[config.mk]
export PLATFORM = sky130hd
export DESIGN_NAME = psu_ram
export DESIGN_NICKNAME = d
export VERILOG_FILES = /design/src/hdl/psu_ram.sv
export SDC_FILE = /design/constraint.sdc
export NUM_CORES = 1
export LEC_CHECK = 0
export ABC_AREA = 0
export BUFFER_PORTS_ARGS = -buffer_cell sky130_fd_sc_hd__buf_2
export CORE_ASPECT_RATIO = 1.25
export CORE_MARGIN = 2
export CORE_UTILIZATION = 57
export CTS_CLUSTER_SIZE = 12
export DETAILED_ROUTE_END_ITERATION = 8
export GPL_ROUTABILITY_DRIVEN = 1
export GPL_TIMING_DRIVEN = 0
export PLACE_DENSITY_LB_ADDON = 0.08
export SETUP_SLACK_MARGIN = 0.05
export SLEW_MARGIN = 20
export SYNTH_ARGS = -nofsm -noshare
export SYNTH_HDL_FRONTEND = slang
export SYNTH_SLANG_ARGS = --single-unit
[constraint.sdc]
create_clock -name clk -period 2.7 [get_ports clk]
set_clock_uncertainty 0.2 [all_clocks]
set_input_delay 0.27 -clock clk [delete_from_list [all_inputs] [get_ports clk]]
set_output_delay 0.27 -clock clk [all_outputs]
set_load 0.1 [all_outputs]
[src/hdl/psu_ram.sv]
module psu_ram #(
	parameter int WIDTH = 8,
	parameter int DEPTH = 32
) (
	input  logic                     clk,
	input  logic                     we,
	input  logic [$clog2(DEPTH)-1:0] waddr,
	input  logic [WIDTH-1:0]         wdata,
	input  logic                     re,
	input  logic [$clog2(DEPTH)-1:0] raddr,
	output logic [WIDTH-1:0]         rdata
);
	logic [WIDTH-1:0] mem_q [DEPTH];

	always_ff @(posedge clk) begin
		if (we) begin
			mem_q[waddr] <= wdata;
		end
		if (re) begin
			rdata <= mem_q[raddr];
		end
	end
endmodule

# == Yosys cells after proc, flatten, opt, wreduce, memory -nomap -nowiden ==
# Memories as Yosys holds them, arrays and structs flattened. A register that Yosys moved wholly into a read port is not among the register bits.
# Cells that the tools add are included.
# op_classes
muxes,2
# op_table
operator,n
$mux 1,2
# totals
regBits,0
ramBits,256
wordCells,3
mem_count,1
# memory_table
memory,depth,width,rd,rd_ports_with_merged_regs,wr,line,rtl
mem_q,32,8,1,1,1,13,logic [WIDTH-1:0] mem_q [DEPTH];

# == Logic depth before layout (Yosys ltp) ==
# depth
depth_word,2
mapped_depth,5
ltp_nobuf,3

# == Worst setup path before layout ==
# No wires, ideal clock.
# synth_timing
path_kind,input to register
start,input port raddr[2]
end,"register rdata[0], read port of mem_q (data pin)"
setup_time_ps,260
arrival_time_ps,1952
setup_slack_ps,288
path_stages,5
path_buffers,2
path_cell_list,clkbuf_1 -> clkbuf_1 -> mux4_2 -> mux4_2 -> mux2_2
# synth_rtl
element,line,rtl
start: declaration,10,"input logic [$clog2(DEPTH)-1:0] raddr,"
end: declaration,11,output logic [WIDTH-1:0] rdata

==> results.cfg <==
[clock_tree]
clk_pin_slew_worst_paths_ns = 0.06
clk_path_buf_depth = 3
clkLatencyLatePin_ns = 0.52
clock-sinks = 264
h-tree-depth = 1
root_buffer = clkbuf_16
cts_resized = 0
cts_tree = built
postCtsSetupBuffers = 0
cts_made_buffers = 26

[logic_synthesis]
synth_area_per_cell_um2 = 24.30
yosysUniqueCellTypes = 14
synth_area_leader_cell = edfxtp_1
synth_area_um2 = 10130
yosys_warnings = 0
netlist_instances = 417
syn_nets = 438
synth_area_leaders = edfxtp_1 78%, mux4_2 18%, nor2_1 1.2%
ys_seq_elements = 264
yosysTopAreaCellShare_pct = 78.23
synth.yosys.seq_area_share_pct = 78.23

[timing]
final.setup.tns_ns = 0
setup_viol = 0
relSlewSlack_pct = 44.54
finalCriticalPeriod_ns = 2.579
min_period_over_period_pct = 95.51
max_freq_mhz = 387.8
drv_slew = 0
worstMarginPinSlew_ns = 0.8289
timing.hold.ws_ns = 0.08252
rsz0062_at_grt = false
hold_viol = 0

[critical_path]
worstPathRequired_ns = 2.76
path_max_fanout = 10
ff2ff_path_depth = 3
cpPeakStageDelay_ns = 0.65
crit_buf_inv = 2
r2r_start = mem_q[31][0]
crit_family = multiplexers
worst_setup_path_start_kind = input port
end_kind = register
crit_top_cell = mux4_2
critPathCapture = rdata[1]
crit_chain = clkbuf_1, buf_1, mux4_2, mux4_2, mux2_2
cp_num_cells = 5
critPathKind = in -> reg
arrival_ns = 2.64
startpoint = raddr[2]
slowest_stage = buf_1
r2r-end = rdata[0]
rrSetupSlack_ns = 0.52

[final_layout]
fin_util_pct = 64.64
drive_gt1_share_pct = 31.58
final_cells = 699
fin_nets = 490
n_fill_cell = 1146
num_antenna_cells = 0
area_delta_synth_final_pct = 11.19
final_cell_mix = 264 x edfxtp_1, 80 x mux4_2, 33 x nor2_1, 27 x clkbuf_16, 24 x buf_2
mostFrequentLayoutCell = edfxtp_1

[placed_design]
io_buffers = 23
dpl.cell_count = 664
globalplace.congestion = 0.8398
hpwl_mm = 12.43

[routing]
firstDrtPassIters = 4
finalWirelength_mm = 18.89
drtIter0Drc = 296
route.vias.total = 4350
wl_per_cell_um = 27.02
drcViolationCount = 0
viasPerCell = 6.223
antenna_left = 0

[power_and_ir_drop]
vdd_drop_max_mv = 0.5130
power_density_nw_per_um2 = 734.6
p_leak_nw = 3.480

[min_path]
worstHoldPathType = in -> reg
min_from = wdata[7]

[global_route]
grt_pass1_wl_mm = 28.78
grt_usage_pct = 21.32
grt_start_max_net_pins = 33
antenna_found_initial = 0
gr-total-overflow = 0
first_global_vias = 4691

[floorplanning]
core_area_um2 = 17430
io_pins = 29
rows = 54
die_w_um = 123.3
dieHeight_um = 153.1
initial_core_util_pct = 58.13
die-area_um2 = 18870

[flow_run]
maxCapViolCount = 0

[outcome]
outcome = complete, no violations
## timing repair
action                                  in CTS  in global routing
hold buffers                                 1                  0
endpoints found under the setup margin       0                  0
hold endpoints to repair                     8                  0
## synth_stat cells
library cell,n
edfxtp_1,264
mux4_2,80
nor2_1,33
mux2_2,8
buf_1,6
buf_4,6
clkbuf_1,6
nand3b_1,5
or3b_2,3
nand3_1,2
buf_2,1
buf_6,1
nand2_1,1
or3_1,1
## state kept, by name (all words and copies together) (netlist names)
register	count
rdata	8
mem_q	256
## worst register-to-register path: stages (launching register included)
cell	delay [ns]
edfxtp_1	0.37
mux4_2	0.52
mux4_2	0.54
mux2_2	0.30
## how the worst min path moves through the flow
stage	cells past startpoint	endpoint
after floorplan	0	mem_q[0][0]
after global placement	1	rdata[6]
after detailed placement	1	rdata[1]
after CTS	1	mem_q[20][5]
after global routing	1	mem_q[20][5]
final	1	mem_q[19][7]
## power by group
part           switching, mW  total [mW]  internal, mW
sequential            0.0131        4.59          4.58
combinational          0.318       0.501         0.183
clock                   1.32        3.19          1.87
total                   1.65        8.28          6.63
## cell families after synthesis
group / synth area share, %
buffers and inverters: 1.049
flip-flops: 78.23
multiplexers: 18.67
AND/OR/NAND/NOR: 2.050
## layer usage
metal | vias up | global-route usage, % | share of wire [%]
met1 | 2315 | 31.37 | 41
li1 | 1877 | - | -
met4 | 0 | 6.331 | 2.4
met3 | 29 | 3.731 | 5.6
met5 | - | 0 | 0
met2 | 129 | 33.52 | 50
## through the flow
| stage | setup WS (ns) | total power [mW] | cell area [um2] |
|---|---|---|---|
| 4_1_cts | 0.1140 | 8.356 | 11270 |
| 5_1_grt | 0.06384 | 8.532 | 11270 |
| 3_5_place_dp | -0.4225 | 5.180 | 10530 |
| 2_1_floorplan | 0.2883 | 5.001 | 10130 |
| 6_report | 0.1211 | 8.276 | 11270 |
| 3_3_place_gp | -0.4141 | 5.163 | 10530 |
## final cells by class
class                      count  area (um2)  share of cell area (%)
tap                          224       280.3                   2.487
clock buffer                  31       690.7                   6.130
multi-input combinational    133        2100                   18.63
sequential                   264        7928                   70.36
clock inverter                 3       37.54                  0.3331
timing repair buffer          24       125.1                   1.110
buffer                        20       106.4                  0.9439
No activity file was read; power rests on OpenSTA's default activity.
